===== src/rtl/tof_pkg.sv =====
// Shared types, constants and request codes for the terminal output formatter.
package tof_pkg;

    // Default tab stop spacing and the longest run one character may produce
    localparam int TabStopDefault = 8;
    localparam int MaxRun         = 16;
    localparam int StepW          = $clog2(MaxRun);

    // Character codes
    localparam logic [7:0] ChNul   = 8'h00;
    localparam logic [7:0] ChBel   = 8'h07;
    localparam logic [7:0] ChBs    = 8'h08;
    localparam logic [7:0] ChTab   = 8'h09;
    localparam logic [7:0] ChLf    = 8'h0A;
    localparam logic [7:0] ChCr    = 8'h0D;
    localparam logic [7:0] ChCrHi  = 8'h8D;
    localparam logic [7:0] ChSub   = 8'h1A;
    localparam logic [7:0] ChSpace = 8'h20;
    localparam logic [7:0] ChCaret = 8'h5E;
    localparam logic [7:0] ChAt    = 8'h40;

    // Configuration register indexes
    localparam logic CfgExpandTabs = 1'b0;
    localparam logic CfgNullCount  = 1'b1;

    // Column unit operations
    typedef enum logic [2:0] {
        COL_HOLD,
        COL_INC,
        COL_DEC,
        COL_CLEAR,
        COL_TABSTOP
    } col_op_t;

    // Character class latched at accept
    typedef enum logic [3:0] {
        K_DROP,
        K_LF,
        K_CR,
        K_TAB_EXP,
        K_TAB_RAW,
        K_BS,
        K_PRINT,
        K_CARET,
        K_RAW
    } kind_t;

    // Request from sequencer to column unit
    typedef struct packed {
        logic    apply;
        col_op_t op;
    } col_cmd_t;

    // Column unit status back to sequencer
    typedef struct packed {
        logic [7:0] col;
        logic [7:0] next_col;
        logic       next_at_stop;
    } col_stat_t;

endpackage


===== src/rtl/tof_col_unit.sv =====
// Column counter with its shared adder and a running remainder modulo the tab stop.
module tof_col_unit import tof_pkg::*; #(
    parameter int TAB_STOP = TabStopDefault
) (
    input  logic      aclk,
    input  logic      aresetn,
    input  col_cmd_t  cmd,
    output col_stat_t stat
);

    localparam int MW = (TAB_STOP > 2) ? $clog2(TAB_STOP) : 1;
    localparam logic [MW-1:0] ModMax = MW'(TAB_STOP - 1);

    logic [7:0]    col_reg, col_next;
    logic [MW-1:0] mod_reg, mod_next;
    logic [8:0]    addend;
    logic [8:0]    sum;

    // One adder serves the increment, decrement and tab stop updates
    always_comb begin
        case (cmd.op)
            COL_INC:     addend = 9'd1;
            COL_DEC:     addend = 9'h0FF;
            COL_TABSTOP: addend = 9'(TAB_STOP) - 9'(mod_reg);
            default:     addend = 9'd0;
        endcase
        sum = {1'b0, col_reg} + addend;
    end

    // Next column and remainder
    always_comb begin
        col_next = col_reg;
        mod_next = mod_reg;
        unique case (cmd.op)
            COL_HOLD: begin
                col_next = col_reg;
                mod_next = mod_reg;
            end
            COL_INC: begin
                col_next = sum[7:0];
                if (sum[7:0] == 8'd0 || mod_reg == ModMax) mod_next = '0;
                else mod_next = mod_reg + MW'(1);
            end
            COL_DEC: begin
                col_next = sum[7:0];
                mod_next = (mod_reg == '0) ? ModMax : mod_reg - MW'(1);
            end
            COL_CLEAR: begin
                col_next = 8'd0;
                mod_next = '0;
            end
            COL_TABSTOP: begin
                // stop past 255 lands on column 0
                col_next = sum[8] ? 8'd0 : sum[7:0];
                mod_next = '0;
            end
            default: begin
                col_next = col_reg;
                mod_next = mod_reg;
            end
        endcase
    end

    always_ff @(posedge aclk) begin
        if (!aresetn) begin
            col_reg <= 8'd0;
            mod_reg <= '0;
        end else if (cmd.apply) begin
            col_reg <= col_next;
            mod_reg <= mod_next;
        end
    end

    assign stat.col          = col_reg;
    assign stat.next_col     = col_next;
    assign stat.next_at_stop = (mod_next == '0);

endmodule


===== src/rtl/tof_seq.sv =====
// Sequencer: classifies a character and steps out its byte run through the output register.
module tof_seq import tof_pkg::*; (
    input  logic       aclk,
    input  logic       aresetn,
    input  logic       s_tvalid,
    output logic       s_tready,
    input  logic [7:0] s_char,
    input  logic       s_caret,
    output logic       m_tvalid,
    input  logic       m_tready,
    output logic [7:0] m_byte,
    output logic [7:0] m_col,
    output logic       m_last,
    input  logic       expand_tabs,
    input  logic [3:0] null_count,
    input  col_stat_t  stat,
    output col_cmd_t   cmd
);

    typedef enum logic [1:0] {
        ST_IDLE = 2'b01,
        ST_RUN  = 2'b10
    } state_t;

    state_t           state_reg, state_next;
    kind_t            kind_reg, kind_in;
    logic [7:0]       char_reg;
    logic [StepW-1:0] step_reg;
    logic             m_valid_reg, m_valid_next;
    logic [7:0]       m_byte_reg;
    logic [7:0]       m_col_reg;
    logic             m_last_reg;

    logic             accept, fire;
    logic [7:0]       run_byte;
    col_op_t          run_op;
    logic             run_last;

    assign s_tready = (state_reg == ST_IDLE);
    assign accept   = s_tvalid && s_tready;
    assign fire     = (state_reg == ST_RUN) && (!m_valid_reg || m_tready);

    // Character classification
    always_comb begin
        if (s_char == ChSub)                       kind_in = K_DROP;
        else if (s_char == ChLf)                   kind_in = K_LF;
        else if (s_char == ChCr || s_char == ChCrHi) kind_in = K_CR;
        else if (s_char == ChTab)                  kind_in = expand_tabs ? K_TAB_EXP : K_TAB_RAW;
        else if (s_char == ChBel)                  kind_in = K_RAW;
        else if (s_char == ChBs)                   kind_in = (stat.col != 8'd0) ? K_BS : K_DROP;
        else if (s_char >= ChSpace)                kind_in = K_PRINT;
        else if (s_caret)                          kind_in = K_CARET;
        else                                       kind_in = K_RAW;
    end

    // Byte and column operation for the current step
    always_comb begin
        run_byte = char_reg;
        run_op   = COL_HOLD;
        case (kind_reg)
            K_LF: begin
                run_byte = (step_reg == '0) ? ChLf : ChNul;
                run_op   = (step_reg == '0) ? COL_CLEAR : COL_HOLD;
            end
            K_CR: begin
                run_byte = ChCr;
                run_op   = COL_CLEAR;
            end
            K_TAB_EXP: begin
                run_byte = ChSpace;
                run_op   = COL_INC;
            end
            K_TAB_RAW: begin
                run_byte = ChTab;
                run_op   = COL_TABSTOP;
            end
            K_BS: begin
                run_byte = ChBs;
                run_op   = COL_DEC;
            end
            K_PRINT: begin
                run_op   = COL_INC;
            end
            K_CARET: begin
                run_byte = (step_reg == '0) ? ChCaret : char_reg + ChAt;
                run_op   = COL_INC;
            end
            default: begin
                run_byte = char_reg;
                run_op   = COL_HOLD;
            end
        endcase
    end

    // End of run for the current step
    always_comb begin
        case (kind_reg)
            K_LF:      run_last = (step_reg == null_count);
            K_TAB_EXP: run_last = stat.next_at_stop || (step_reg == StepW'(MaxRun - 1));
            K_CARET:   run_last = (step_reg != '0);
            default:   run_last = 1'b1;
        endcase
    end

    assign cmd.apply = fire;
    assign cmd.op    = run_op;

    // State sequencing
    always_comb begin
        state_next = state_reg;
        unique case (state_reg)
            ST_IDLE: if (accept && kind_in != K_DROP) state_next = ST_RUN;
            ST_RUN:  if (fire && run_last) state_next = ST_IDLE;
            default: state_next = ST_IDLE;
        endcase
    end

    always_comb begin
        m_valid_next = m_valid_reg;
        if (fire) m_valid_next = 1'b1;
        else if (m_tready) m_valid_next = 1'b0;
    end

    // Control registers
    always_ff @(posedge aclk) begin
        if (!aresetn) begin
            state_reg   <= ST_IDLE;
            m_valid_reg <= 1'b0;
            step_reg    <= '0;
        end else begin
            state_reg   <= state_next;
            m_valid_reg <= m_valid_next;
            if (accept) step_reg <= '0;
            else if (fire) step_reg <= step_reg + StepW'(1);
        end
    end

    // Item and output payload
    always_ff @(posedge aclk) begin
        if (accept) begin
            kind_reg <= kind_in;
            char_reg <= s_char;
        end
        if (fire) begin
            m_byte_reg <= run_byte;
            m_col_reg  <= stat.next_col;
            m_last_reg <= run_last;
        end
    end

    assign m_tvalid = m_valid_reg;
    assign m_byte   = m_byte_reg;
    assign m_col    = m_col_reg;
    assign m_last   = m_last_reg;

endmodule


===== src/rtl/terminal_output_formatter.sv =====
// Top level of the terminal output formatter: config registers, sequencer and column unit.
//
// Input stream: one character per request, s_tdata = char_byte, s_tuser = caret_controls.
// Output stream: one terminal byte per request, m_tdata = {column_now, out_byte},
// m_tlast marks the final byte produced by an input character.
// Configuration: cfg_wr_en with cfg_index 0 writes expand_tabs (bit 0), index 1 writes
// null_count (bits 3:0); write only while the block is idle.
// Rate: a character is taken only while no run is being produced. Its bytes are loaded one
// per cycle into a single output register, pausing while that register holds a byte that
// m_tready has not taken, and the next character can be taken on the cycle after the last
// load. The worst case (LF with 15 pads, or a tab expansion with a tab stop of 16 or
// more) is 16 bytes. SUB, and BS at column 0, give no bytes and the block is ready
// again on the next cycle. The shared column adder does one update per emitted byte.
// Stall: while m_tready is low the output register holds and the run pauses; the next
// character may be accepted while the final byte still waits.
// Reset: aresetn (synchronous, active low) clears the column, both config registers and
// any run in progress.
module terminal_output_formatter import tof_pkg::*; #(
    parameter int TAB_STOP = TabStopDefault
) (
    input  logic        aclk,
    input  logic        aresetn,
    input  logic        s_tvalid,
    output logic        s_tready,
    input  logic [7:0]  s_tdata,   // [7:0] char_byte
    input  logic        s_tuser,   // [0] caret_controls
    output logic        m_tvalid,
    input  logic        m_tready,
    output logic [15:0] m_tdata,   // [7:0] out_byte, [15:8] column_now
    output logic        m_tlast,
    input  logic        cfg_wr_en,
    input  logic        cfg_index,
    input  logic [3:0]  cfg_wdata
);

    logic       expand_tabs_reg;
    logic [3:0] null_count_reg;
    col_cmd_t   cmd;
    col_stat_t  stat;
    logic [7:0] out_byte;
    logic [7:0] column_now;

    // Configuration registers
    always_ff @(posedge aclk) begin
        if (!aresetn) begin
            expand_tabs_reg <= 1'b0;
            null_count_reg  <= 4'd0;
        end else if (cfg_wr_en) begin
            unique case (cfg_index)
                CfgExpandTabs: expand_tabs_reg <= cfg_wdata[0];
                CfgNullCount:  null_count_reg  <= cfg_wdata;
                default: ;
            endcase
        end
    end

    tof_seq u_seq (
        .aclk        (aclk),
        .aresetn     (aresetn),
        .s_tvalid    (s_tvalid),
        .s_tready    (s_tready),
        .s_char      (s_tdata),
        .s_caret     (s_tuser),
        .m_tvalid    (m_tvalid),
        .m_tready    (m_tready),
        .m_byte      (out_byte),
        .m_col       (column_now),
        .m_last      (m_tlast),
        .expand_tabs (expand_tabs_reg),
        .null_count  (null_count_reg),
        .stat        (stat),
        .cmd         (cmd)
    );

    tof_col_unit #(
        .TAB_STOP (TAB_STOP)
    ) u_col (
        .aclk    (aclk),
        .aresetn (aresetn),
        .cmd     (cmd),
        .stat    (stat)
    );

    assign m_tdata = {column_now, out_byte};

endmodule


===== config.mk =====
export PLATFORM = sky130hd
export DESIGN_NAME = terminal_output_formatter
export DESIGN_NICKNAME = d
export VERILOG_FILES = /design/src/rtl/tof_pkg.sv /design/src/rtl/tof_col_unit.sv /design/src/rtl/tof_seq.sv /design/src/rtl/terminal_output_formatter.sv
export SDC_FILE = /design/constraint.sdc
export NUM_CORES = 1
export LEC_CHECK = 0
export BUFFER_PORTS_ARGS = -buffer_cell sky130_fd_sc_hd__buf_2
export CAP_MARGIN = 20
export CELL_PAD_IN_SITES_DETAIL_PLACEMENT = 0
export CELL_PAD_IN_SITES_GLOBAL_PLACEMENT = 1
export CORE_ASPECT_RATIO = 0.6
export CORE_MARGIN = 3
export CORE_UTILIZATION = 45
export CTS_CLUSTER_SIZE = 14
export DETAILED_ROUTE_END_ITERATION = 10
export MAX_ROUTING_LAYER = met4
export PLACE_DENSITY_LB_ADDON = 0.1
export SLEW_MARGIN = 20
export SYNTH_ARGS = -nofsm -noshare
export SYNTH_HDL_FRONTEND = slang
export SYNTH_HIERARCHICAL = 1
export SYNTH_SLANG_ARGS = --single-unit

===== constraint.sdc =====
create_clock -name aclk -period 5.1 [get_ports aclk]
set_input_delay 1.02 -clock aclk [delete_from_list [all_inputs] [get_ports aclk]]
set_output_delay 1.02 -clock aclk [all_outputs]
set_load 0.03 [all_outputs]

Yosys cells after proc, flatten, opt, wreduce, memory -nomap -nowiden
Cells that the tools add are included.

Register bits after elaboration: 52. Bits of input ports: 19. Output and inout port bits: 19. Word-level logic and storage cells: 97.

Add/sub/neg operators: 6. Order comparisons: 1. Eq/ne operators: 25. Muxes and demuxes: 27. Bitwise logic cells: 2. Reductions and logical operators: 24.

Operator list (number): $pmux W8 S6 (1); $mux W4 (9); $eq A8 B4 Y1 const B (4); $pmux W9 S3 (1); $pmux W8 S3 (1); $eq A4 B3 Y1 const B (4); $mux W8 (2); $pmux W3 S5 (1); $mux W3 (4); $add A8 B9 Y9 (1); $pmux W3 S3 (1); $add A8 B7 Y8 const B (1); $eq A4 B2 Y1 const B (2); $eq A8 B3 Y1 const B (1); $eq A8 B5 Y1 const B (1); $eq A8 B8 Y1 const B (1); $ge A8 B6 Y1 const B (1); $logic_not A8 Y1 (1); $reduce_bool A4 Y1 (2); $reduce_bool A8 Y1 (1); $eq A3 B2 Y1 const B (2); $eq A3 B3 Y1 const B (2); $logic_not A3 Y1 (2); $mux W2 (3); other kinds (23) (36).

Depth between registers and ports, before layout
Gate-level depths: netlist of run 1.

Depth after elaboration: 16. Depth in mapped cells: 23. Gate-level depth less buffers: 22.

Modules after synthesis
Netlist of run 1, hierarchy kept.

Modules (own cells, without submodules): tof_seq (times used 1, cells an instance 173, area each 1834.3 um2, sequential area each 1011.0 um2); tof_col_unit (times used 1, cells an instance 151, area each 1187.4 um2, sequential area each 220.2 um2); terminal_output_formatter (times used 1, cells an instance 22, area each 196.4 um2, sequential area each 100.1 um2).

Least setup slack after synthesis of run 1
Ideal clock, no wire load.

Kind: flip-flop to flip-flop. Start point: register u_seq.kind_reg[1]. End point: register u_seq.state_reg[0]. Setup time: 124 ps. Data arrival time: 4450 ps. Required time: 4976 ps. Slack: 527 ps. Stages on the path, launching flop included: 19. Clock period less this slack: 4573 ps. Path through: edfxtp_1 -> clkbuf_1 -> nor4_1 -> nand2b_1 -> or2_1 -> o21ai_0 -> ha_1 -> fa_1 -> a211oi_2 -> o21ai_1 -> a221o_1 -> nand4_2 -> nand3_1 -> and4b_1 -> a311oi_1 -> a211oi_1 -> a311o_1 -> a211oi_2 -> a31oi_1.

RTL lines: from (decl) (line tof_seq.sv:26) `kind_t kind_reg, kind_in;`; from (signal assigned) (line tof_seq.sv:141) `kind_reg <= kind_in;`; to (signal assigned) (line tof_seq.sv:131) `state_reg <= state_next;`; to (decl) (line tof_seq.sv:25) `state_t state_reg, state_next;`.

==> results of run 1 <==
-- critical path: cells and delay by family, from the launching register on --
| kind | cells | cell delay (ns) |
|---|---|---|
| AND/OR/NAND/NOR | 8 | 1.74 |
| flip-flops | 1 | 0.37 |
| buffers and inverters | 1 | 0.08 |
| adder cells (fa/ha/maj) | 3 | 0.63 |
| AO/OA/AOI/OAI | 10 | 1.88 |
-- layout make-up --
cell class / instances / area share
clock buffer: 5 / 0.0341
clock inverter: 3 / 0.00716
inverter: 14 / 0.0143
multi-input combinational: 266 / 0.485
sequential: 52 / 0.363
tap: 87 / 0.0297
timing repair buffer: 45 / 0.0668
-- through the flow --
| stage | utilization | cells | hold slack, ns | setup slack [ns] | cell area [um2] |
|---|---|---|---|---|---|
| 3_5_place_dp | 0.517 | 464 | 0.468 | 0.278 | 3510 |
| 2_1_floorplan | - | 346 | 0.435 | 0.527 | 3220 |
| 5_1_grt | 0.541 | 472 | 0.496 | 0.0354 | 3670 |
| 4_1_cts | 0.540 | 472 | 0.477 | 0.235 | 3660 |
| 6_report | 0.541 | 472 | 0.472 | 0.360 | 3670 |
| 3_3_place_gp | 0.517 | 464 | 0.454 | 0.426 | 3510 |
-- cells by family after synthesis --
family,count (synthesis)
fa+ha+maj,15
compound gates,109
simple gates,125
mux,6
xor+xnor,11
flops,52
buf+inv,28
-- worst paths after layout --
path | from | end | slack (ns) | depth (start not counted)
setup / recovery | u_seq/step_reg[0] | u_seq/state_reg[1] | 0.36 | 22
hold / removal | expand_tabs_reg | expand_tabs_reg | 0.47 | 2
setup reg to reg | u_seq/step_reg[0] | u_seq/state_reg[1] | 0.36 | 22
hold reg to reg | expand_tabs_reg | expand_tabs_reg | 0.47 | 2
-- per-layer routing --
metal	vias up	share of wire	GRT usage
met2	136	0.33	0.206
met3	2	0.089	0.0422
met5	-	0	-
met1	1236	0.58	0.374
met4	0	0.0027	0.0313
li1	1370	-	-
-- cells in the final DEF, fill, tap and decap left out, types with 3 or more instances in the layout --
| master | n |
|---|---|
| sky130_fd_sc_hd__nand2_1 | 43 |
| sky130_fd_sc_hd__a21o_1 | 6 |
| sky130_fd_sc_hd__nand3_1 | 6 |
| sky130_fd_sc_hd__clkbuf_16 | 5 |
| sky130_fd_sc_hd__a211oi_2 | 3 |
| sky130_fd_sc_hd__mux2i_1 | 5 |
| sky130_fd_sc_hd__buf_4 | 8 |
| sky130_fd_sc_hd__a21oi_1 | 21 |
| sky130_fd_sc_hd__o21ai_0 | 19 |
| sky130_fd_sc_hd__o21ai_1 | 6 |
| sky130_fd_sc_hd__edfxtp_1 | 29 |
| sky130_fd_sc_hd__nor2b_1 | 5 |
| sky130_fd_sc_hd__nor3b_1 | 3 |
| sky130_fd_sc_hd__or2_1 | 3 |
| sky130_fd_sc_hd__and2_1 | 4 |
| sky130_fd_sc_hd__dfxtp_1 | 23 |
| sky130_fd_sc_hd__a221o_1 | 3 |
| sky130_fd_sc_hd__a21boi_1 | 7 |
| sky130_fd_sc_hd__a22o_1 | 7 |
| sky130_fd_sc_hd__xor2_1 | 7 |
| sky130_fd_sc_hd__o31ai_1 | 3 |
| sky130_fd_sc_hd__nand4_1 | 6 |
| sky130_fd_sc_hd__a31oi_1 | 7 |
| sky130_fd_sc_hd__a211o_1 | 5 |
| sky130_fd_sc_hd__nand2b_1 | 5 |
| sky130_fd_sc_hd__inv_1 | 14 |
| sky130_fd_sc_hd__nor2_1 | 24 |
| sky130_fd_sc_hd__buf_2 | 37 |
| sky130_fd_sc_hd__nor3_1 | 4 |
| sky130_fd_sc_hd__nor4_1 | 3 |
| sky130_fd_sc_hd__xnor2_1 | 3 |
| sky130_fd_sc_hd__ha_1 | 14 |
-- power groups by stage --
stage / sequential [uW] / clock [uW] / combinational (uW)
floorplan: 475 / 0 / 83.0
global placement: 476 / 0 / 124
detailed placement: 476 / 0 / 124
CTS: 466 / 354 / 125
global route: 468 / 368 / 139
finish: 467 / 348 / 127
==> flow_results.xml, run 1 <==
<?xml version="1.0" encoding="UTF-8"?>
<metrics>
  <group name="floorplan">
    <metric name="fp-row-count" unit="">23</metric>
    <metric name="floorplan.die_area" unit="mm2">0.00824</metric>
    <metric name="core" unit="mm2">0.00679</metric>
    <metric name="floorplan.initialDensity" unit="">0.474</metric>
    <metric name="floorplan.die.height" unit="um">71.5</metric>
    <metric name="die_w" unit="um">115</metric>
    <metric name="num_io_pins" unit="">38</metric>
  </group>
  <group name="yosys">
    <metric name="syn-cell-area" unit="mm2">0.00322</metric>
    <metric name="synth-edff-count" unit="">29</metric>
    <metric name="ys_types" unit="">69</metric>
    <metric name="synthArstFlopShare" unit="">0</metric>
    <metric name="netlist_instances" unit="">346</metric>
    <metric name="post_synth_fa_ha_maj_area_fraction" unit="">0.0607</metric>
    <metric name="yosys.area.top_type_share" unit="">0.271</metric>
    <metric name="avg_synthesized_cell_area" unit="um2">9.30</metric>
    <metric name="yosys_warnings" unit="">6</metric>
    <metric name="synth_compound_gate_area_share" unit="">0.240</metric>
    <metric name="synthXorXnorAreaFrac" unit="">0.0323</metric>
    <metric name="yosys.area.top_type" unit="">sky130_fd_sc_hd__edfxtp_1</metric>
    <metric name="synth_seq_area_share" unit="">0.414</metric>
    <metric name="predominant_post_synthesis_flop_cell" unit="">sky130_fd_sc_hd__edfxtp_1</metric>
    <metric name="post-synth-top-count-cell" unit="">sky130_fd_sc_hd__nand2_1</metric>
    <metric name="ys_top_cells_by_count" unit="">43 x sky130_fd_sc_hd__nand2_1, 29 x sky130_fd_sc_hd__edfxtp_1, 25 x sky130_fd_sc_hd__nor2_1</metric>
    <metric name="synth_top_family_by_area" unit="">compound AO/OA/AOI/OAI gates</metric>
    <metric name="synth_seq_cells" unit="">52</metric>
    <metric name="yosys-mux-area-fraction" unit="">0.0191</metric>
    <metric name="syn-num-nets" unit="">380</metric>
    <metric name="synth_top_cells_by_area" unit="">sky130_fd_sc_hd__edfxtp_1 27%, sky130_fd_sc_hd__dfxtp_1 14%, sky130_fd_sc_hd__ha_1 5.4%</metric>
    <metric name="yosys.area_share.simple" unit="">0.199</metric>
  </group>
  <group name="layout">
    <metric name="post_route_cells_drive_above_1_share" unit="">0.190</metric>
    <metric name="seq_area" unit="mm2">0.00133</metric>
    <metric name="antenna_diode_count" unit="">0</metric>
    <metric name="multiInputGateArea" unit="mm2">0.00178</metric>
    <metric name="fillerInstances" unit="">638</metric>
    <metric name="finish.net_count" unit="">418</metric>
    <metric name="layout-area-overhead-vs-synth" unit="%">14.1</metric>
  </group>
  <group name="worst_setup_path">
    <metric name="crit_chain" unit="">inv_1, ha_1, or3b_1, a21oi_1, a21oi_1, nor2_2, nand2b_1, or2_1, o21ai_0, ha_1, fa_1, a211oi_2, or2_1, a221o_1, nand4_2, nand3_1, and4b_1, a311oi_1, a211oi_1, a311o_1, a211oi_2, a31o_1</metric>
    <metric name="cp_slowest_stage_delay" unit="ns">0.38</metric>
    <metric name="setup.worst_path.class" unit="">reg -&gt; reg</metric>
    <metric name="critPathLaunchType" unit="">flip-flop</metric>
    <metric name="crit_fanout" unit="">6</metric>
    <metric name="critPathArrivalTime" unit="ns">4.98</metric>
    <metric name="critPathSlowestCell" unit="">sky130_fd_sc_hd__a221o_1</metric>
    <metric name="critPathCaptureType" unit="">flip-flop</metric>
    <metric name="critical_path_required" unit="ns">5.34</metric>
  </group>
  <group name="clock_tree">
    <metric name="clock_sinks" unit="">52</metric>
    <metric name="cts_max_level" unit="">2</metric>
    <metric name="cts-hold-fix-buffers" unit="">0</metric>
    <metric name="clock_tree.root_cell" unit="">sky130_fd_sc_hd__clkbuf_16</metric>
    <metric name="ctsResizeCount" unit="">0</metric>
    <metric name="cts-root-to-sink-buffers" unit="">2</metric>
    <metric name="post-cts-setup-buffers" unit="">0</metric>
    <metric name="clk_pin_slew_worst_paths" unit="ns">0.08</metric>
    <metric name="cts-buffers-inserted" unit="">5</metric>
    <metric name="worst_skew_pair.late_latency" unit="ns">0.29</metric>
    <metric name="cts_tree" unit="">yes</metric>
  </group>
  <group name="run_status">
    <metric name="outcome" unit="">finished clean</metric>
  </group>
  <group name="sta">
    <metric name="setup-tns-final" unit="ns">0</metric>
    <metric name="rsz_0062_raised_after_global_routing" unit="">false</metric>
    <metric name="report.final.setup_viol" unit="">0</metric>
    <metric name="finalMaxSlewViolations" unit="">0</metric>
    <metric name="maximum_operating_frequency" unit="MHz">211</metric>
    <metric name="layout_worst_path_cycle_share" unit="">0.929</metric>
    <metric name="tightest_slew" unit="ns">0.787</metric>
    <metric name="slew-limit-headroom" unit="">0.468</metric>
    <metric name="finalCriticalPeriod" unit="ns">4.74</metric>
    <metric name="finalHoldViolations" unit="">0</metric>
    <metric name="clock_skew" unit="ns">0.00820</metric>
  </group>
  <group name="detailed_routing">
    <metric name="drt_pre_antenna_iters" unit="">7</metric>
    <metric name="routed_wl" unit="mm">8.11</metric>
    <metric name="route.detailed.wl_per_inst" unit="um">17.2</metric>
    <metric name="vias_post_dr" unit="">2744</metric>
    <metric name="vias_per_cell" unit="">5.81</metric>
    <metric name="first_iter_violations" unit="">348</metric>
    <metric name="detail-route-antenna-nets" unit="">0</metric>
    <metric name="drc_errors" unit="">0</metric>
  </group>
  <group name="place">
    <metric name="final_hpwl_from_detailed_placement" unit="mm">6.22</metric>
    <metric name="finalWeightedCongestion" unit="">0.920</metric>
    <metric name="placement.io_buffers" unit="">37</metric>
  </group>
  <group name="global_routing">
    <metric name="grt_util_all_layers" unit="">0.204</metric>
    <metric name="grt_max_degree" unit="">33</metric>
    <metric name="grt_first_pass_wirelength" unit="mm">12.6</metric>
    <metric name="grt_pass1_vias" unit="">2265</metric>
    <metric name="grt_overflow_total" unit="">0</metric>
    <metric name="initial_antenna_violation_count" unit="">0</metric>
  </group>
  <group name="pwr">
    <metric name="seqPwrFrac" unit="">0.496</metric>
    <metric name="switching_share" unit="">0.268</metric>
    <metric name="power_per_cell_area" unit="mW/mm2">256</metric>
    <metric name="clockPowerShare" unit="">0.370</metric>
    <metric name="share_comb_of_total_power" unit="">0.135</metric>
    <metric name="p_sw" unit="uW">252</metric>
    <metric name="fin_total_pwr" unit="uW">941</metric>
    <metric name="leakage_power_figure" unit="uW">0.00141</metric>
    <metric name="largest_voltage_drop_on_the_vdd_net" unit="uV">158</metric>
    <metric name="int_power" unit="uW">689</metric>
  </group>
  <group name="hold_path">
    <metric name="worst_hold_path_type" unit="">reg -&gt; reg</metric>
  </group>
  <group name="run">
    <metric name="drv_cap" unit="">0</metric>
  </group>
</metrics>
No activity file was read; power rests on OpenSTA's default activity.
==> run 2, diff against run 1 <==
--- a/config.mk
+++ b/config.mk
@@ -11,9 +11,10 @@
 export CELL_PAD_IN_SITES_GLOBAL_PLACEMENT = 1
 export CORE_ASPECT_RATIO = 0.6
 export CORE_MARGIN = 3
-export CORE_UTILIZATION = 45
+export CORE_UTILIZATION = 48
 export CTS_CLUSTER_SIZE = 14
 export DETAILED_ROUTE_END_ITERATION = 10
+export HOLD_SLACK_MARGIN = 0.08
 export MAX_ROUTING_LAYER = met4
 export PLACE_DENSITY_LB_ADDON = 0.1
 export SLEW_MARGIN = 20
==> constraint.sdc (replaced) <==
create_clock -name aclk -period 6 [get_ports aclk]
set_input_delay 1.2 -clock aclk [delete_from_list [all_inputs] [get_ports aclk]]
set_output_delay 1.2 -clock aclk [all_outputs]
set_load 0.03 [all_outputs]
==> flow_results.xml, run 2 (synthesized netlist as in run 1, its figures left out) <==
<?xml version="1.0" encoding="UTF-8"?>
<metrics>
  <group name="global_routing">
    <metric name="grt_pass1_vias" unit="">2364</metric>
    <metric name="initial_antenna_violation_count" unit="">0</metric>
    <metric name="grt_first_pass_wirelength" unit="mm">12.8</metric>
    <metric name="grt_overflow_total" unit="">0</metric>
    <metric name="grt_max_degree" unit="">33</metric>
    <metric name="grt_util_all_layers" unit="">0.211</metric>
  </group>
  <group name="place">
    <metric name="placement.io_buffers" unit="">37</metric>
    <metric name="final_hpwl_from_detailed_placement" unit="mm">6.00</metric>
    <metric name="finalWeightedCongestion" unit="">1.01</metric>
    <metric name="dpl-instance-area" unit="mm2">0.00346</metric>
  </group>
  <group name="worst_setup_path">
    <metric name="cp_slowest_stage_delay" unit="ns">0.50</metric>
    <metric name="most_common_cell_on_crit_path" unit="">sky130_fd_sc_hd__a21oi_1</metric>
    <metric name="rr_endpoint" unit="">u_seq/state_reg[0]</metric>
    <metric name="critPathSlowestCell" unit="">sky130_fd_sc_hd__or3b_1</metric>
    <metric name="setup.worst_path.class" unit="">reg -&gt; reg</metric>
    <metric name="critPathLaunchType" unit="">flip-flop</metric>
    <metric name="cp.buffers_inverters" unit="">2</metric>
    <metric name="crit_fanout" unit="">9</metric>
    <metric name="crit_chain" unit="">inv_1, ha_1, or3b_1, a21oi_1, a21oi_1, nor2_1, nand2b_1, or2_1, inv_1, ha_1, a21oi_1, o211ai_1, a221o_1, nand4_2, nand3_1, and4b_1, a311oi_1, a211oi_1, a311o_1, a211oi_2, a31oi_1</metric>
    <metric name="rr_startpoint" unit="">u_seq/step_reg[0]</metric>
    <metric name="r2r_slack" unit="ns">0.96</metric>
    <metric name="worst_path_dominant_cell_family" unit="">compound AO/OA/AOI/OAI gates</metric>
    <metric name="critical_path_required" unit="ns">6.20</metric>
    <metric name="worst_r2r_path_depth" unit="">21</metric>
    <metric name="critPathCaptureType" unit="">flip-flop</metric>
    <metric name="critPathArrivalTime" unit="ns">5.25</metric>
  </group>
  <group name="layout">
    <metric name="most_frequent_standard_cell_in_the_layout_excluding_fill_and_tap_cells" unit="">sky130_fd_sc_hd__nand2_1</metric>
    <metric name="layout-area-overhead-vs-synth" unit="%">11.1</metric>
    <metric name="mostFrequentLayoutCells" unit="">43 x sky130_fd_sc_hd__nand2_1, 37 x sky130_fd_sc_hd__buf_2, 29 x sky130_fd_sc_hd__edfxtp_1</metric>
    <metric name="multiInputGateArea" unit="mm2">0.00178</metric>
    <metric name="utilization" unit="">0.567</metric>
    <metric name="layout.cell_area.non_filler" unit="mm2">0.00358</metric>
    <metric name="seq_area" unit="mm2">0.00133</metric>
    <metric name="post_route_cells_drive_above_1_share" unit="">0.172</metric>
    <metric name="fillerInstances" unit="">573</metric>
    <metric name="antenna_diode_count" unit="">0</metric>
    <metric name="finish.net_count" unit="">412</metric>
  </group>
  <group name="floorplan">
    <metric name="floorplan.die_area" unit="mm2">0.00776</metric>
    <metric name="floorplan.die.height" unit="um">69.4</metric>
    <metric name="core" unit="mm2">0.00630</metric>
    <metric name="fp-row-count" unit="">22</metric>
    <metric name="die_w" unit="um">112</metric>
    <metric name="floorplan.initialDensity" unit="">0.511</metric>
    <metric name="num_io_pins" unit="">38</metric>
  </group>
  <group name="clock_tree">
    <metric name="cts-root-to-sink-buffers" unit="">2</metric>
    <metric name="cts_max_level" unit="">2</metric>
    <metric name="cts-hold-fix-buffers" unit="">0</metric>
    <metric name="cts_tree" unit="">yes</metric>
    <metric name="post-cts-setup-buffers" unit="">0</metric>
    <metric name="ctsResizeCount" unit="">0</metric>
    <metric name="clk_pin_slew_worst_paths" unit="ns">0.10</metric>
    <metric name="clock_tree.root_cell" unit="">sky130_fd_sc_hd__clkbuf_8</metric>
    <metric name="cts-buffers-inserted" unit="">5</metric>
    <metric name="worst_skew_pair.late_latency" unit="ns">0.31</metric>
    <metric name="clock_sinks" unit="">52</metric>
  </group>
  <group name="detailed_routing">
    <metric name="vias_post_dr" unit="">2783</metric>
    <metric name="drc_errors" unit="">0</metric>
    <metric name="route.detailed.wl_per_inst" unit="um">17.1</metric>
    <metric name="routed_wl" unit="mm">7.94</metric>
    <metric name="first_iter_violations" unit="">331</metric>
    <metric name="detail-route-antenna-nets" unit="">0</metric>
    <metric name="vias_per_cell" unit="">6.01</metric>
    <metric name="drt_pre_antenna_iters" unit="">5</metric>
  </group>
  <group name="sta">
    <metric name="layout_worst_path_cycle_share" unit="">0.840</metric>
    <metric name="clock_skew" unit="ns">0.0102</metric>
    <metric name="maximum_operating_frequency" unit="MHz">198</metric>
    <metric name="slew-limit-headroom" unit="">0.355</metric>
    <metric name="setup-tns-final" unit="ns">0</metric>
    <metric name="rsz_0062_raised_after_global_routing" unit="">false</metric>
    <metric name="finalHoldViolations" unit="">0</metric>
    <metric name="finalCriticalPeriod" unit="ns">5.04</metric>
    <metric name="tightest_slew" unit="ns">0.964</metric>
    <metric name="finalMaxSlewViolations" unit="">0</metric>
    <metric name="report.final.setup_viol" unit="">0</metric>
  </group>
  <group name="pwr">
    <metric name="largest_voltage_drop_on_the_vdd_net" unit="uV">108</metric>
    <metric name="power_per_cell_area" unit="mW/mm2">208</metric>
    <metric name="leakage_power_figure" unit="uW">0.00137</metric>
  </group>
  <group name="hold_path">
    <metric name="worst_hold_path.num_cells" unit="">2</metric>
    <metric name="worst_hold_path_type" unit="">reg -&gt; reg</metric>
    <metric name="min_delay_worst_endpoint" unit="">expand_tabs_reg</metric>
    <metric name="min_from" unit="">expand_tabs_reg</metric>
  </group>
  <group name="run">
    <metric name="drv_cap" unit="">0</metric>
  </group>
  <group name="run_status">
    <metric name="outcome" unit="">finished clean</metric>
  </group>
</metrics>
-- run 2: worst max-delay path by stage --
stage / startpoint / to / slack (ns) / cells past startpoint
final: u_seq/step_reg[0] / u_seq/state_reg[0] / 0.96 / 21
after global routing: u_seq/step_reg[0] / u_seq/state_reg[0] / 0.56 / 21
after CTS: u_seq/step_reg[0] / u_seq/state_reg[0] / 1.00 / 22
after detailed placement: u_seq/step_reg[0] / u_seq/state_reg[0] / 1.03 / 22
after global placement: u_seq/step_reg[0] / u_seq/state_reg[0] / 1.17 / 22
after floorplan: u_seq/kind_reg[1] / u_seq/state_reg[0] / 1.43 / 18
-- run 2: layer usage --
metal | vias to the layer above | part of all wire | track usage
met5 | - | 0 | -
met1 | 1277 | 0.56 | 0.378
met4 | 0 | 0.0042 | 0.0324
met3 | 4 | 0.10 | 0.0410
met2 | 154 | 0.33 | 0.226
li1 | 1348 | - | -
-- run 2: report_power, final --
group	total, uW	switching (uW)	internal [uW]
logic	103	65.4	37.5
clock network	245	121	124
registers	398	10.2	388
-- run 2: tightest hold or removal path: stages, from the launching register on --
cell	delay (ns)
sky130_fd_sc_hd__dfxtp_1	0.32
sky130_fd_sc_hd__nand2_1	0.05
sky130_fd_sc_hd__mux2i_1	0.05
-- run 2: cell type report --
cell class | instances | share of cell area
Timing Repair Buffer | 39 | 0.0560
Inverter | 14 | 0.0147
Tap cell | 84 | 0.0294
Clock inverter | 3 | 0.0119
Sequential cell | 52 | 0.372
Clock buffer | 5 | 0.0192
Multi-Input combinational cell | 266 | 0.497
-- run 2: through the flow --
| stage | power, uW | cells | setup WS [ns] | hold slack (ns) |
|---|---|---|---|---|
| floorplan | 474 | 346 | 1.43 | 0.435 |
| global placement | 507 | 455 | 1.17 | 0.452 |
| detailed placement | 506 | 455 | 1.03 | 0.448 |
| CTS | 748 | 463 | 1.00 | 0.464 |
| global route | 778 | 463 | 0.558 | 0.487 |
| finish | 745 | 463 | 0.958 | 0.466 |
==> run 3, diff against run 2 <==
--- a/config.mk
+++ b/config.mk
@@ -11,7 +11,7 @@
 export CELL_PAD_IN_SITES_GLOBAL_PLACEMENT = 1
 export CORE_ASPECT_RATIO = 0.6
 export CORE_MARGIN = 3
-export CORE_UTILIZATION = 48
+export CORE_UTILIZATION = 45
 export CTS_CLUSTER_SIZE = 14
 export DETAILED_ROUTE_END_ITERATION = 10
 export HOLD_SLACK_MARGIN = 0.08
==> constraint.sdc (replaced) <==
create_clock -name aclk -period 4.99 [get_ports aclk]
set_input_delay 0.998 -clock aclk [delete_from_list [all_inputs] [get_ports aclk]]
set_output_delay 0.998 -clock aclk [all_outputs]
set_load 0.03 [all_outputs]
==> flow_results.xml, run 3 (synthesized netlist as in run 1, its figures left out) <==
<?xml version="1.0" encoding="UTF-8"?>
<metrics>
  <group name="clock_tree">
    <metric name="cts-root-to-sink-buffers" unit="">2</metric>
    <metric name="cts-buffers-inserted" unit="">5</metric>
    <metric name="clock_tree.root_cell" unit="">sky130_fd_sc_hd__clkbuf_16</metric>
    <metric name="cts_tree" unit="">yes</metric>
    <metric name="post-cts-setup-buffers" unit="">0</metric>
    <metric name="clk_pin_slew_worst_paths" unit="ns">0.07</metric>
    <metric name="clock_sinks" unit="">52</metric>
    <metric name="ctsResizeCount" unit="">0</metric>
    <metric name="cts-hold-fix-buffers" unit="">0</metric>
    <metric name="cts_max_level" unit="">2</metric>
    <metric name="worst_skew_pair.late_latency" unit="ns">0.29</metric>
  </group>
  <group name="global_routing">
    <metric name="met2_usage" unit="">0.218</metric>
    <metric name="global_route.usage.met3" unit="">0.0439</metric>
    <metric name="global_route.usage.met1" unit="">0.373</metric>
    <metric name="grt_pass1_vias" unit="">2334</metric>
    <metric name="grt-busiest-layer" unit="">met1</metric>
    <metric name="initial_antenna_violation_count" unit="">0</metric>
    <metric name="grt_overflow_total" unit="">0</metric>
    <metric name="grt_first_pass_wirelength" unit="mm">12.8</metric>
    <metric name="grt_util_all_layers" unit="">0.208</metric>
    <metric name="grt_max_degree" unit="">33</metric>
  </group>
  <group name="layout">
    <metric name="mostFrequentLayoutCells" unit="">43 x sky130_fd_sc_hd__nand2_1, 37 x sky130_fd_sc_hd__buf_2, 29 x sky130_fd_sc_hd__edfxtp_1</metric>
    <metric name="antenna_diode_count" unit="">0</metric>
    <metric name="multiInputGateArea" unit="mm2">0.00179</metric>
    <metric name="finish.net_count" unit="">420</metric>
    <metric name="most_frequent_standard_cell_in_the_layout_excluding_fill_and_tap_cells" unit="">sky130_fd_sc_hd__nand2_1</metric>
    <metric name="post_layout_nonfiller_instances" unit="">474</metric>
    <metric name="fillerInstances" unit="">644</metric>
    <metric name="post_route_cells_drive_above_1_share" unit="">0.202</metric>
    <metric name="layout-area-overhead-vs-synth" unit="%">14.6</metric>
    <metric name="seq_area" unit="mm2">0.00133</metric>
  </group>
  <group name="worst_setup_path">
    <metric name="crit_fanout" unit="">6</metric>
    <metric name="critPathCaptureType" unit="">flip-flop</metric>
    <metric name="setup.worst_path.start" unit="">u_seq/step_reg[0]</metric>
    <metric name="critPathArrivalTime" unit="ns">4.96</metric>
    <metric name="critical_path_required" unit="ns">5.23</metric>
    <metric name="cp_slowest_stage_delay" unit="ns">0.37</metric>
    <metric name="critPathLaunchType" unit="">flip-flop</metric>
    <metric name="cp.buffers_inverters" unit="">1</metric>
    <metric name="setup.worst_path.class" unit="">reg -&gt; reg</metric>
    <metric name="rr_startpoint" unit="">u_seq/step_reg[0]</metric>
    <metric name="crit_chain" unit="">inv_1, ha_1, or3b_1, a21oi_1, a21oi_1, nor2_2, nand2b_1, or2_4, o21ai_0, ha_2, fa_1, a211oi_2, or2_1, a221o_1, nand4_2, nand3_1, and4b_1, a311oi_2, a211oi_1, a311o_1, a211oi_2, a31o_1</metric>
    <metric name="worst_path_dominant_cell_family" unit="">compound AO/OA/AOI/OAI gates</metric>
    <metric name="critPathSlowestCell" unit="">sky130_fd_sc_hd__or3b_1</metric>
  </group>
  <group name="pwr">
    <metric name="clockPowerShare" unit="">0.357</metric>
    <metric name="largest_voltage_drop_on_the_vdd_net" unit="uV">122</metric>
    <metric name="seqPwrFrac" unit="">0.501</metric>
    <metric name="switching_share" unit="">0.259</metric>
    <metric name="leakage_power_figure" unit="uW">0.00142</metric>
    <metric name="share_comb_of_total_power" unit="">0.143</metric>
    <metric name="fin_total_pwr" unit="uW">947</metric>
    <metric name="p_sw" unit="uW">245</metric>
    <metric name="int_power" unit="uW">701</metric>
    <metric name="power_per_cell_area" unit="mW/mm2">257</metric>
  </group>
  <group name="sta">
    <metric name="maximum_operating_frequency" unit="MHz">211</metric>
    <metric name="setup-tns-final" unit="ns">0</metric>
    <metric name="finalMaxSlewViolations" unit="">0</metric>
    <metric name="layout_worst_path_cycle_share" unit="">0.948</metric>
    <metric name="tightest_slew" unit="ns">0.758</metric>
    <metric name="finalHoldViolations" unit="">0</metric>
    <metric name="clock_skew" unit="ns">0.00461</metric>
    <metric name="slew-limit-headroom" unit="">0.488</metric>
    <metric name="minimum_hold_slack" unit="ns">0.459</metric>
    <metric name="final.setup.worst_slack" unit="ns">0.261</metric>
    <metric name="rsz_0062_raised_after_global_routing" unit="">false</metric>
    <metric name="report.final.setup_viol" unit="">0</metric>
    <metric name="finalCriticalPeriod" unit="ns">4.73</metric>
  </group>
  <group name="place">
    <metric name="dp_cells" unit="">466</metric>
    <metric name="finalWeightedCongestion" unit="">0.927</metric>
    <metric name="placement.io_buffers" unit="">37</metric>
    <metric name="final_hpwl_from_detailed_placement" unit="mm">6.30</metric>
    <metric name="dp_slack" unit="ns">0.116</metric>
  </group>
  <group name="floorplan">
    <metric name="fp-row-count" unit="">23</metric>
    <metric name="floorplan.initialDensity" unit="">0.474</metric>
    <metric name="die_w" unit="um">115</metric>
    <metric name="floorplan.die.height" unit="um">71.5</metric>
    <metric name="floorplan.die_area" unit="mm2">0.00824</metric>
    <metric name="core" unit="mm2">0.00679</metric>
    <metric name="num_io_pins" unit="">38</metric>
  </group>
  <group name="run_status">
    <metric name="outcome" unit="">finished clean</metric>
  </group>
  <group name="hold_path">
    <metric name="worst_hold_path_type" unit="">reg -&gt; reg</metric>
    <metric name="min_from" unit="">expand_tabs_reg</metric>
  </group>
  <group name="detailed_routing">
    <metric name="detail-route-antenna-nets" unit="">0</metric>
    <metric name="first_iter_violations" unit="">317</metric>
    <metric name="vias_per_cell" unit="">5.89</metric>
    <metric name="route.detailed.wl_per_inst" unit="um">17.4</metric>
    <metric name="drt_pre_antenna_iters" unit="">4</metric>
    <metric name="routed_wl" unit="mm">8.24</metric>
    <metric name="drc_errors" unit="">0</metric>
    <metric name="vias_post_dr" unit="">2794</metric>
  </group>
  <group name="run">
    <metric name="drv_cap" unit="">0</metric>
  </group>
</metrics>
[run 3: changes by cell type in the layout (fill, tap and decap cells not counted), sizes merged]
cell / change
buf: +8
bufinv: -1
inv: +1
[run 3: routing by layer]
layer | wire, um | up-vias
met5 | 0 | -
met4 | 23 | 0
met3 | 767 | 5
met2 | 2820 | 143
met1 | 4620 | 1277
li1 | - | 1369
[run 3: area by class of cell]
cell class	instances	share of cell area
Timing Repair Buffer	47	0.0706
Clock buffer	5	0.0339
Tap cell	87	0.0295
Inverter	14	0.0142
Multi-Input combinational cell	266	0.486
Sequential cell	52	0.361
Clock inverter	3	0.00475
[run 3: tightest hold or removal path: stages, from the launching register on]
cell and delay [ns]:
sky130_fd_sc_hd__dfxtp_1 0.31, sky130_fd_sc_hd__nand2_1 0.05, sky130_fd_sc_hd__mux2i_1 0.05
[run 3: worst paths after layout]
| path | end | cells past startpoint | slack (ns) |
|---|---|---|---|
| setup / recovery | u_seq/state_reg[1] | 22 | 0.26 |
| hold / removal | expand_tabs_reg | 2 | 0.46 |
| setup reg to reg | u_seq/state_reg[1] | 22 | 0.26 |
| hold reg to reg | expand_tabs_reg | 2 | 0.46 |
[run 3: per-stage QoR]
stage	cell area, um2	utilization
5_1_grt	3690	0.543
3_3_place_gp	3530	0.520
4_1_cts	3670	0.541
2_1_floorplan	3220	-
6_report	3690	0.543
3_5_place_dp	3530	0.520
[run 3: power groups by stage]
stage | registers [uW] | clock network (uW) | logic [uW]
detailed placement | 484 | 0 | 130
floorplan | 486 | 0 | 84.9
finish | 474 | 338 | 135
global placement | 484 | 0 | 131
CTS | 474 | 348 | 131
global route | 475 | 370 | 148
